===== config.mk =====
export PLATFORM = sky130hd
export DESIGN_NAME = sliding_window_median_filter
export DESIGN_NICKNAME = d
export VERILOG_FILES = /design/src/smf_pkg.sv /design/src/smf_cell.sv /design/src/smf_ctrl.sv /design/src/sliding_window_median_filter.sv
export SDC_FILE = /design/constraint.sdc
export NUM_CORES = 2
export LEC_CHECK = 0
export ABC_CLOCK_PERIOD_IN_PS = 30800
export BUFFER_PORTS_ARGS = -buffer_cell sky130_fd_sc_hd__buf_2
export CORE_ASPECT_RATIO = 0.75
export CORE_MARGIN = 1.5
export CORE_UTILIZATION = 34
export DETAILED_ROUTE_END_ITERATION = 7
export GPL_ROUTABILITY_DRIVEN = 0
export MAX_ROUTING_LAYER = met4
export PLACE_DENSITY = 0.49
export SYNTH_ARGS = -nofsm -noshare
export SYNTH_HDL_FRONTEND = slang
export SYNTH_SLANG_ARGS = --single-unit

===== constraint.sdc =====
create_clock -name clk_i -period 30.8 [get_ports clk_i]
set_clock_uncertainty 0.2 [all_clocks]
set_input_delay 1.54 -clock clk_i [delete_from_list [all_inputs] [get_ports clk_i]]
set_output_delay 1.54 -clock clk_i [all_outputs]
set_load 0.02 [all_outputs]

===== src/smf_pkg.sv =====
`timescale 1ns / 1ps
// Shared types and constants for the sliding-window median filter.
package smf_pkg;

  // Width of the reported fill count field.
  localparam int unsigned COUNT_BITS = 5;

  // Sequencer states: waiting for a sample, ranking the window, handing off the median.
  typedef enum logic [1:0] {
    SMF_IDLE,
    SMF_RANK,
    SMF_PICK
  } smf_state_e;

  // Control strobes from the sequencer to the cell row and the output register.
  typedef struct packed {
    logic load;     // a sample is accepted this cycle
    logic rank_en;  // probes advance one cell and ranks accumulate
    logic pick;     // the median is written into the output register
  } smf_ctrl_t;

endpackage


===== src/smf_cell.sv =====
`timescale 1ns / 1ps
// One window cell: holds a sample, passes a circulating probe and counts its rank.
module smf_cell #(
  parameter int unsigned SAMPLE_BITS = 12,
  parameter int unsigned IDX_W       = 5,
  parameter int unsigned CNT_W       = 5,
  parameter int unsigned CELL_IDX    = 0
) (
  input  logic                   clk_i,
  input  smf_pkg::smf_ctrl_t     ctrl_i,
  input  logic [CNT_W-1:0]       fill_i,
  input  logic [SAMPLE_BITS-1:0] val_i,
  input  logic [SAMPLE_BITS-1:0] probe_i,
  input  logic [IDX_W-1:0]       origin_i,
  output logic [SAMPLE_BITS-1:0] val_o,
  output logic [SAMPLE_BITS-1:0] probe_o,
  output logic [IDX_W-1:0]       origin_o,
  output logic                   hit_o
);
  import smf_pkg::*;

  logic [SAMPLE_BITS-1:0] val_q;
  logic [SAMPLE_BITS-1:0] probe_q;
  logic [IDX_W-1:0]       origin_q;
  logic [CNT_W-1:0]       rank_q;
  logic                   cell_valid;
  logic                   probe_valid;
  logic                   probe_below;

  assign cell_valid  = CNT_W'(CELL_IDX) < fill_i;
  assign probe_valid = CNT_W'(origin_q) < fill_i;
  // Equal samples are ordered by cell position so that every rank is unique.
  assign probe_below = (probe_q < val_q) ||
                       ((probe_q == val_q) && (origin_q < IDX_W'(CELL_IDX)));

  always_ff @(posedge clk_i) begin
    if (ctrl_i.load) begin
      val_q    <= val_i;
      probe_q  <= val_i;
      origin_q <= IDX_W'(CELL_IDX);
      rank_q   <= '0;
    end else if (ctrl_i.rank_en) begin
      probe_q  <= probe_i;
      origin_q <= origin_i;
      if (probe_valid && probe_below) begin
        rank_q <= rank_q + 1'b1;
      end
    end
  end

  assign val_o    = val_q;
  assign probe_o  = probe_q;
  assign origin_o = origin_q;
  assign hit_o    = cell_valid && (rank_q == (fill_i >> 1));

endmodule


===== src/smf_ctrl.sv =====
`timescale 1ns / 1ps
// Sequencer for the median filter: accept, rank sweep and result hand-off.
module smf_ctrl #(
  parameter int unsigned WINDOW_SIZE = 31,
  parameter int unsigned STEP_W      = 5
) (
  input  logic               clk_i,
  input  logic               rst_ni,
  input  logic               in_valid_i,
  input  logic               out_free_i,
  output logic               in_stall_o,
  output smf_pkg::smf_ctrl_t ctrl_o
);
  import smf_pkg::*;

  smf_state_e       state_q, state_d;
  logic [STEP_W-1:0] step_q;
  logic              last_step;

  assign last_step = (step_q == STEP_W'(WINDOW_SIZE - 1));

  always_comb begin
    state_d = state_q;
    case (state_q)
      SMF_IDLE: begin
        if (in_valid_i) begin
          state_d = SMF_RANK;
        end
      end
      SMF_RANK: begin
        if (last_step) begin
          state_d = SMF_PICK;
        end
      end
      SMF_PICK: begin
        if (out_free_i) begin
          state_d = SMF_IDLE;
        end
      end
      default: state_d = SMF_IDLE;
    endcase
  end

  always_comb begin
    ctrl_o     = '0;
    in_stall_o = 1'b1;
    case (state_q)
      SMF_IDLE: begin
        in_stall_o  = 1'b0;
        ctrl_o.load = in_valid_i;
      end
      SMF_RANK: begin
        ctrl_o.rank_en = 1'b1;
      end
      SMF_PICK: begin
        ctrl_o.pick = out_free_i;
      end
      default: begin
        in_stall_o = 1'b1;
      end
    endcase
  end

  always_ff @(posedge clk_i or negedge rst_ni) begin
    if (!rst_ni) begin
      state_q <= SMF_IDLE;
      step_q  <= '0;
    end else begin
      state_q <= state_d;
      if (ctrl_o.load) begin
        step_q <= '0;
      end else if (ctrl_o.rank_en) begin
        step_q <= step_q + 1'b1;
      end
    end
  end

endmodule


===== src/sliding_window_median_filter.sv =====
`timescale 1ns / 1ps
// Top level of the sliding-window median filter.
// Each accepted item carries one converter sample, which enters a row of WINDOW_SIZE cells
// that hold the most recent samples, the oldest dropping off the far end once the row is
// full. For every sample the block returns one item with the median of the samples held so
// far (the upper median when the count is even) and the number of samples held. The median
// is found by ranking: every cell's sample is copied into a probe that circulates around
// the row one cell per cycle, and each cell counts how many held probes sort below its own
// sample, equal values being ordered by cell position. After one full lap the cell whose
// rank equals half the fill count holds the median. Each item is accepted, ranked in one lap
// of the probe ring, and loaded into the output register once that register is free. The
// output register lets the next sample be accepted while a result is still waiting to be
// taken. No clearing is needed after reset, since only cells below the fill count take
// part.
module sliding_window_median_filter #(
  parameter int unsigned WINDOW_SIZE = 31,
  parameter int unsigned SAMPLE_BITS = 12
) (
  input  logic                                clk_i,
  input  logic                                rst_ni,
  input  logic                                in_valid_i,
  output logic                                in_stall_o,
  input  logic [SAMPLE_BITS-1:0]              sample_mv_i,
  output logic                                out_valid_o,
  input  logic                                out_stall_i,
  output logic [SAMPLE_BITS-1:0]              median_mv_o,
  output logic [smf_pkg::COUNT_BITS-1:0]      held_count_o
);
  import smf_pkg::*;

  // Cell positions need IDX_W bits; the fill count must also reach WINDOW_SIZE itself.
  localparam int unsigned IDX_W = (WINDOW_SIZE > 1) ? $clog2(WINDOW_SIZE) : 1;
  localparam int unsigned CNT_W = $clog2(WINDOW_SIZE + 1);

  smf_ctrl_t              ctrl;
  logic                   out_free;
  logic [CNT_W-1:0]       fill_q;
  logic [31:0]            fill_ext;

  logic [SAMPLE_BITS-1:0] val   [WINDOW_SIZE];
  logic [SAMPLE_BITS-1:0] probe [WINDOW_SIZE];
  logic [IDX_W-1:0]       origin[WINDOW_SIZE];
  logic [WINDOW_SIZE-1:0] hit;

  logic [SAMPLE_BITS-1:0] median_d;
  logic [SAMPLE_BITS-1:0] median_q;
  logic [COUNT_BITS-1:0]  held_q;
  logic                   out_valid_q;

  // The output register is free when it is empty or its item is taken this cycle.
  assign out_free = !out_valid_q || !out_stall_i;

  smf_ctrl #(
    .WINDOW_SIZE(WINDOW_SIZE),
    .STEP_W     (IDX_W)
  ) u_ctrl (
    .clk_i     (clk_i),
    .rst_ni    (rst_ni),
    .in_valid_i(in_valid_i),
    .out_free_i(out_free),
    .in_stall_o(in_stall_o),
    .ctrl_o    (ctrl)
  );

  // The fill count saturates at the window size; cells below it hold valid samples.
  always_ff @(posedge clk_i or negedge rst_ni) begin
    if (!rst_ni) begin
      fill_q <= '0;
    end else if (ctrl.load && (fill_q < CNT_W'(WINDOW_SIZE))) begin
      fill_q <= fill_q + 1'b1;
    end
  end

  // Samples shift from cell 0 toward the far end; probes run around the row as a ring.
  for (genvar gi = 0; gi < WINDOW_SIZE; gi++) begin : g_cell
    logic [SAMPLE_BITS-1:0] val_in;
    logic [SAMPLE_BITS-1:0] probe_in;
    logic [IDX_W-1:0]       origin_in;

    if (gi == 0) begin : g_head
      assign val_in    = sample_mv_i;
      assign probe_in  = probe[WINDOW_SIZE-1];
      assign origin_in = origin[WINDOW_SIZE-1];
    end else begin : g_body
      assign val_in    = val[gi-1];
      assign probe_in  = probe[gi-1];
      assign origin_in = origin[gi-1];
    end

    smf_cell #(
      .SAMPLE_BITS(SAMPLE_BITS),
      .IDX_W      (IDX_W),
      .CNT_W      (CNT_W),
      .CELL_IDX   (gi)
    ) u_cell (
      .clk_i   (clk_i),
      .ctrl_i  (ctrl),
      .fill_i  (fill_q),
      .val_i   (val_in),
      .probe_i (probe_in),
      .origin_i(origin_in),
      .val_o   (val[gi]),
      .probe_o (probe[gi]),
      .origin_o(origin[gi]),
      .hit_o   (hit[gi])
    );
  end

  // Ranks are unique, so exactly one cell reports a hit and an OR collects its sample.
  always_comb begin
    median_d = '0;
    for (int i = 0; i < WINDOW_SIZE; i++) begin
      median_d = median_d | (hit[i] ? val[i] : '0);
    end
  end

  // The reported count keeps only the low bits of the fill count.
  assign fill_ext = 32'(fill_q);

  always_ff @(posedge clk_i) begin
    if (ctrl.pick) begin
      median_q <= median_d;
      held_q   <= fill_ext[COUNT_BITS-1:0];
    end
  end

  always_ff @(posedge clk_i or negedge rst_ni) begin
    if (!rst_ni) begin
      out_valid_q <= 1'b0;
    end else if (ctrl.pick) begin
      out_valid_q <= 1'b1;
    end else if (!out_stall_i) begin
      out_valid_q <= 1'b0;
    end
  end

  assign out_valid_o  = out_valid_q;
  assign median_mv_o  = median_q;
  assign held_count_o = held_q;

`ifndef SYNTH
  // After a sample is accepted the block is busy ranking it.
  a_busy_after_accept: assert property (@(posedge clk_i) disable iff (!rst_ni)
    (in_valid_i && !in_stall_o) |=> in_stall_o)
    else $error("input accepted again right after a sample");

  // The fill count never passes the window size.
  a_fill_bound: assert property (@(posedge clk_i) disable iff (!rst_ni)
    fill_q <= CNT_W'(WINDOW_SIZE))
    else $error("fill count beyond window size");

  // When the median is taken, exactly one cell holds the middle rank.
  a_one_hit: assert property (@(posedge clk_i) disable iff (!rst_ni)
    ctrl.pick |-> $onehot(hit))
    else $error("median rank not held by exactly one cell");

  // A result is loaded only when the output register can take it.
  a_no_overwrite: assert property (@(posedge clk_i) disable iff (!rst_ni)
    (out_valid_q && out_stall_i) |-> !ctrl.pick)
    else $error("pending result overwritten");
`endif

endmodule

Word-level counts from Yosys, hierarchy flattened. Index checks and enable logic that the tools add are counted. Widths: inputs -> output; s select.

Register bits after elaboration: 1084. Word-level logic and storage cells: 654.

Add/sub/neg operators: 33. $lt $le $gt $ge: 125. Equality and inequality tests: 69. Multiplexer cells: 105. Bitwise gates (word level): 30. Reduce and logical (&&, ||, !) cells: 162.

Operators by type and width (number): $mux 12 (93); $eq 12x12->1 (31); $lt 12x12->1 (31); $or 12x12->12 (30); $add 5x1->5 const B (33); $eq 5x4->1 (31); $lt 5x5->1 (31); $logic_and 1x1->1 (94); $lt 5x5->1 const B (16); $lt 5x5->1 const A (15); $reduce_and 2->1 (31); $lt 4x5->1 const A (8); $lt 5x4->1 const B (8); $logic_or 1x1->1 (32); $lt 3x5->1 const A (4); $lt 5x3->1 const B (4); $lt 1x5->1 const A (2); $lt 2x5->1 const A (2); $lt 5x1->1 const B (2); $lt 5x2->1 const B (2); $mux 5 (2); $mux 1 (6); $mux 2 (3); $ne 2x1->1 const B (3); 9 further kinds (10).

Longest topological paths before layout.
Word-level depth: 33. Mapped depth: 11. Gate-level depth less buffers: 9.

Hierarchy. From an unflattened synthesis, not the netlist that was laid out.

Cells, all modules: 4903. Area total of the unflattened synthesis: 57964.3 um^2.

By module, submodules not included: sliding_window_median_filter (instances 1, cells each 312, area an instance 2725.1 um^2); smf_cell at g_cell[9].u_cell (instances 1, cells each 149, area an instance 1803.0 um^2); smf_cell at g_cell[0].u_cell (instances 1, cells each 143, area an instance 1800.5 um^2); smf_cell at g_cell[3].u_cell (instances 1, cells each 148, area an instance 1799.2 um^2); smf_cell at g_cell[11].u_cell (instances 1, cells each 152, area an instance 1798.0 um^2); smf_cell at g_cell[10].u_cell (instances 1, cells each 151, area an instance 1794.2 um^2); smf_cell at g_cell[13].u_cell (instances 1, cells each 149, area an instance 1794.2 um^2); smf_cell at g_cell[12].u_cell (instances 1, cells each 151, area an instance 1788.0 um^2); smf_cell at g_cell[4].u_cell (instances 1, cells each 148, area an instance 1788.0 um^2); smf_cell at g_cell[5].u_cell (instances 1, cells each 151, area an instance 1786.7 um^2); smf_cell at g_cell[14].u_cell (instances 1, cells each 152, area an instance 1779.2 um^2); smf_cell at g_cell[21].u_cell (instances 1, cells each 148, area an instance 1776.7 um^2); smf_cell at g_cell[23].u_cell (instances 1, cells each 144, area an instance 1775.5 um^2); smf_cell at g_cell[6].u_cell (instances 1, cells each 144, area an instance 1774.2 um^2); +19 rows.

Least setup slack after synthesis. No wires, ideal clock.

Path kind: input to register. Start point: in in_valid_i. End point: reg g_cell[0].u_cell.val_q[0], enable pin. Library setup time: 0.882 ns. Arrival time: 12.549 ns. Slack: 17.169 ns. Stages on the path: 5. Cell sequence: nand2_1 inv_1 clkbuf_1 clkbuf_1 clkbuf_1.

RTL lines: start, declared (line sliding_window_median_filter.sv:21) `input logic in_valid_i,`; end signal, assigned (line smf_cell.sv:38) `val_q <= val_i;`; end, declared (line smf_cell.sv:22) `logic [SAMPLE_BITS-1:0] val_q;`.

Final worst setup path.
Start point: in in_valid_i. End point: reg g_cell[20].u_cell.probe_q[6], enable pin.

Cells in the longest elaborated chain, start to end: 2.

Ends and longest elaborated chain: $mux 1 (line smf_ctrl.sv:47) `case (state_q)`; $reduce_bool 2->1 (no source line); end signal, assigned (line smf_cell.sv:39) `probe_q <= val_i;`; end signal, assigned (line smf_cell.sv:43) `probe_q <= probe_i;`; end, declared (line smf_cell.sv:23) `logic [SAMPLE_BITS-1:0] probe_q;`.

Every way passes these cells. A chain may end at the register's enable or synchronous reset.

==> impl_summary.md <==
Run status
The run finished, with violations left. The final reports fail on design-rule violations.

STA
The worst path in the final design needs a cycle of 5.08 ns, including I/O delays and setup. Headroom to the max-slew limit came out at 18.6%. Setup violations remaining at the end of the flow were counted as 0.

After routing, the total negative slack on setup checks comes to 0 ns. The final setup slack of the worst path is 25.72 ns. The number of max-slew violations in the final report is 0. The slew at the pin closest to its max-slew limit is 1.21 ns.

Setup repair after global routing left no endpoint under its margin. The maximum frequency from static timing analysis is 197 MHz. The final cycle utilization of the critical path is 16.5%.

The number of hold violations in the final report is 0.

Synth
In this run the mean area of a mapped cell was 10.6 µm². After synthesis, the cell types taking the most area are sky130_fd_sc_hd__edfxtp_1, sky130_fd_sc_hd__ha_1, sky130_fd_sc_hd__dfxtp_1, sky130_fd_sc_hd__nand2_1, sky130_fd_sc_hd__o21ai_0. For this run, the leading register cell type out of synthesis is sky130_fd_sc_hd__edfxtp_1. The sequential cell area fraction in the yosys report is 53.7%.

The synthesized netlist net count is 5735. The number of synthesized register bits is 1084. In the synthesized netlist the async set-or-reset flop fraction comes to 1.20%. In the synthesized netlist, the number of instances is 5190.

In this run the cell area of the synthesized design comes to 54800 µm². The number of enable-type register cells in the synthesized netlist is 761. The fraction of synthesized cell area taken by the top area cell type is 41.7%.

Yosys mapped the design onto 82 distinct sky130hd cell types. The leading cell type by number of instances after synthesis is sky130_fd_sc_hd__nand2_1. The dominant cell type by area after synthesis is sky130_fd_sc_hd__edfxtp_1. The number of warnings issued by yosys is 0.

The commonest cells after synthesis are sky130_fd_sc_hd__nand2_1, sky130_fd_sc_hd__edfxtp_1, sky130_fd_sc_hd__ha_1.

Placed design
The placed wire-length estimate is 133000 µm. The placed instance count is 7204. The number of buffers inserted by port buffering is 34. The worst setup timing slack at the placement stage is 24.93 ns.

Run
The max-cap check violation count is 0.

Worst setup path
The critical path goes through buf_2 > nand2_4 > nand2_4 > buf_4 > buf_4 > buf_4. Of all nets on the critical path, the largest fanout is 76. STA classifies the critical path endpoint as a register.

At the worst endpoint, the required time is 30.96 ns. The delay contributed by the slowest stage of the critical path is 0.91 ns. The worst setup path is of the input pin to register kind. Among all stages on the critical path, the largest delay is contributed by sky130_fd_sc_hd__buf_4. Counting both buffers and inverters, the worst setup path holds a total of 4.

The most numerous cell type found on the critical path is sky130_fd_sc_hd__buf_4. The launching element type of the critical path is an input pin. The data arrival time of the critical path is 5.24 ns. In this design, the largest share of critical-path delay is due to buffers and inverters.

Pwr
In this run switching power makes up 40.7% of total power. The fraction of power consumed by combinational cells is 37.8%. The analysis attributes to net switching a power of 2.78 mW. The power per standard cell area is 112 nW/µm².

The highest ir drop seen on vdd is 65.1 µV. In this run, flip-flops and latches consume 41.4% of the power. The leakage component of the power is 25.6 nW. The internal power is 4.05 mW.

The clock share of power is 20.8%.

Clock network
The clock reaches the later pin of the worst-skew pair after 0.76 ns. The CTS H-tree depth is 3. In this run the post-CTS setup repair buffer count came out at 0.

Clock-pin slew was measured on the worst setup and hold paths at 0.06 ns. Once the clock tree was built, the resizer swapped 0 gates to a different size. Clock tree synthesis found a total of 1084 sinks. TritonCTS built the clock tree. The cts-stage hold buffer count is 0.

TritonCTS created 115 clock buffers. The root buffer cell is sky130_fd_sc_hd__clkbuf_16. The maximum clock insertion buffer count is 3.

Detailed routing
The count of nets left with antenna violations once routing finished came out at 0. The number of DRC markers in iteration 0 is 4911. The pre-antenna-repair detailed-routing pass consisted of 8 iterations. The wire length reported by the detailed router is 185000 µm. After detailed routing, the average wire length per cell comes to 24.9 µm. In the routed design, unresolved DRC markers number 29. The routed layout has 40500 vias.

Dividing the detail-routed via count by the number of cells gives 5.45.

Layout
In the final layout, the share of cells above drive strength 1 is 6.37%. Leaving out filler cells and counting taps, the final layout contains 7426. The filler cell count in the final layout is 15700.

The utilization after layout is 38.3%. Compared with the post-synthesis result, the final layout area differs by 11.8%. The post-layout net count is 5738.

Global routing
Entering global routing, the biggest net connects 247 pins. Global routing consumed, over all layers together, 22.9% of the routing resources. The global-route congestion overflow total is 0. The number of global-route vias before repair came to 37800. The global-route wire length before repair is 267000 µm. The initial antenna violation count is 9.

Floorplan
The die footprint is 164000 µm². The initial utilization of the core area, before any placement, comes to 34.3%. The horizontal die dimension is 466 µm. The floorplan die height is 351 µm. The floorplan row count is 127. The total I/O pin count is 35. The total core area is 160000 µm².

Worst hold path
The tightest min-delay check is of the register to register type.
==> path summary, 6_finish.rpt <==
path | from | endpoint | slack (ns) | cells after the start
max in group asynchronous | rst_ni | fill_q[3] | 29.58 | 1
hold reg to reg | g_cell[22].u_cell.rank_q[4] | g_cell[22].u_cell.rank_q[4] | 0.26 | 1
hold / removal | g_cell[22].u_cell.rank_q[4] | g_cell[22].u_cell.rank_q[4] | 0.26 | 1
min in group asynchronous | rst_ni | fill_q[1] | 0.51 | 1
setup / recovery | in_valid_i | g_cell[20].u_cell.probe_o[6] | 25.72 | 6
setup reg to reg | u_ctrl.state_q[1] | g_cell[20].u_cell.probe_o[6] | 25.90 | 6
==> kinds of logic after synthesis <==
kind of cell	share of synthesized area, %
muxes	1.41
buffers and inverters	4.46
xor gates and xnor gates	1.78
AOI/OAI and AO/OA	13.1
and+or+nand+nor	13.5
adders and majority gates	12.1
DFF	53.7
==> routing by layer <==
metal / share of wire [%] / vias up / wire [µm] / global-route usage [%]
met1: 47 / 19800 / 87300 / 33.4
met3: 9.0 / 286 / 16700 / 5.11
li1: - / 18900 / - / -
met4: 3.0 / 0 / 5580 / 6.39
met5: 0 / - / 0 / -
met2: 41 / 1502 / 75100 / 31.6
==> state kept, by name, summed over array words and instances, names as in the netlist <==
name                    flops
u_ctrl.state_q              2
g_cell.u_cell.probe_o     372
held_count_o                5
out_valid_o                 1
median_mv_o                12
g_cell.u_cell.origin_o    155
g_cell.u_cell.val_o       372
u_ctrl.step_q               5
g_cell.u_cell.rank_q      155
fill_q                      5
==> layout by cell type (no fill, tap or decap), types with 59 or more instances in the layout <==
cell type,count
sky130_fd_sc_hd__nand2_1,935
sky130_fd_sc_hd__edfxtp_1,761
sky130_fd_sc_hd__ha_1,529
sky130_fd_sc_hd__o21ai_0,432
sky130_fd_sc_hd__inv_1,392
sky130_fd_sc_hd__dfxtp_1,310
sky130_fd_sc_hd__a21oi_1,300
sky130_fd_sc_hd__nand3_1,198
sky130_fd_sc_hd__nand4_1,137
sky130_fd_sc_hd__nor2_1,124
sky130_fd_sc_hd__clkbuf_16,115
sky130_fd_sc_hd__mux2i_1,76
sky130_fd_sc_hd__buf_4,64
sky130_fd_sc_hd__a22oi_1,59
==> cell type report <==
cell class | count | area [µm²] | area share (%)
Multi-Input combinational cell | 3491 | 23100 | 37.7
Timing Repair Buffer | 104 | 771 | 1.26
Antenna cell | 5 | 12.5 | 0.0204
Clock buffer | 155 | 3200 | 5.22
Inverter | 397 | 1500 | 2.45
Tap cell | 2128 | 2660 | 4.35
Clock inverter | 62 | 583 | 0.952
Sequential cell | 1084 | 29400 | 48.0
==> power by group through the flow <==
| stage | Sequential, mW | Clock [mW] | Combinational (mW) |
|---|---|---|---|
| 3_3_place_gp | 2.84 | 0 | 2.52 |
| 6_report | 2.83 | 1.42 | 2.59 |
| 3_5_place_dp | 2.83 | 0 | 2.58 |
| 2_1_floorplan | 2.73 | 0 | 1.82 |
| 4_1_cts | 2.81 | 1.45 | 2.59 |
| 5_1_grt | 2.89 | 1.50 | 2.93 |
==> through the flow <==
stage	cell area [µm²]	power [mW]	hold WS [ns]
2_1_floorplan	54800	4.54	0.225
3_3_place_gp	57400	5.36	0.244
3_5_place_dp	57400	5.41	0.243
4_1_cts	61200	6.85	0.253
5_1_grt	61200	7.33	0.268
6_report	61200	6.83	0.255
Power figures use the tool's default switching activity.
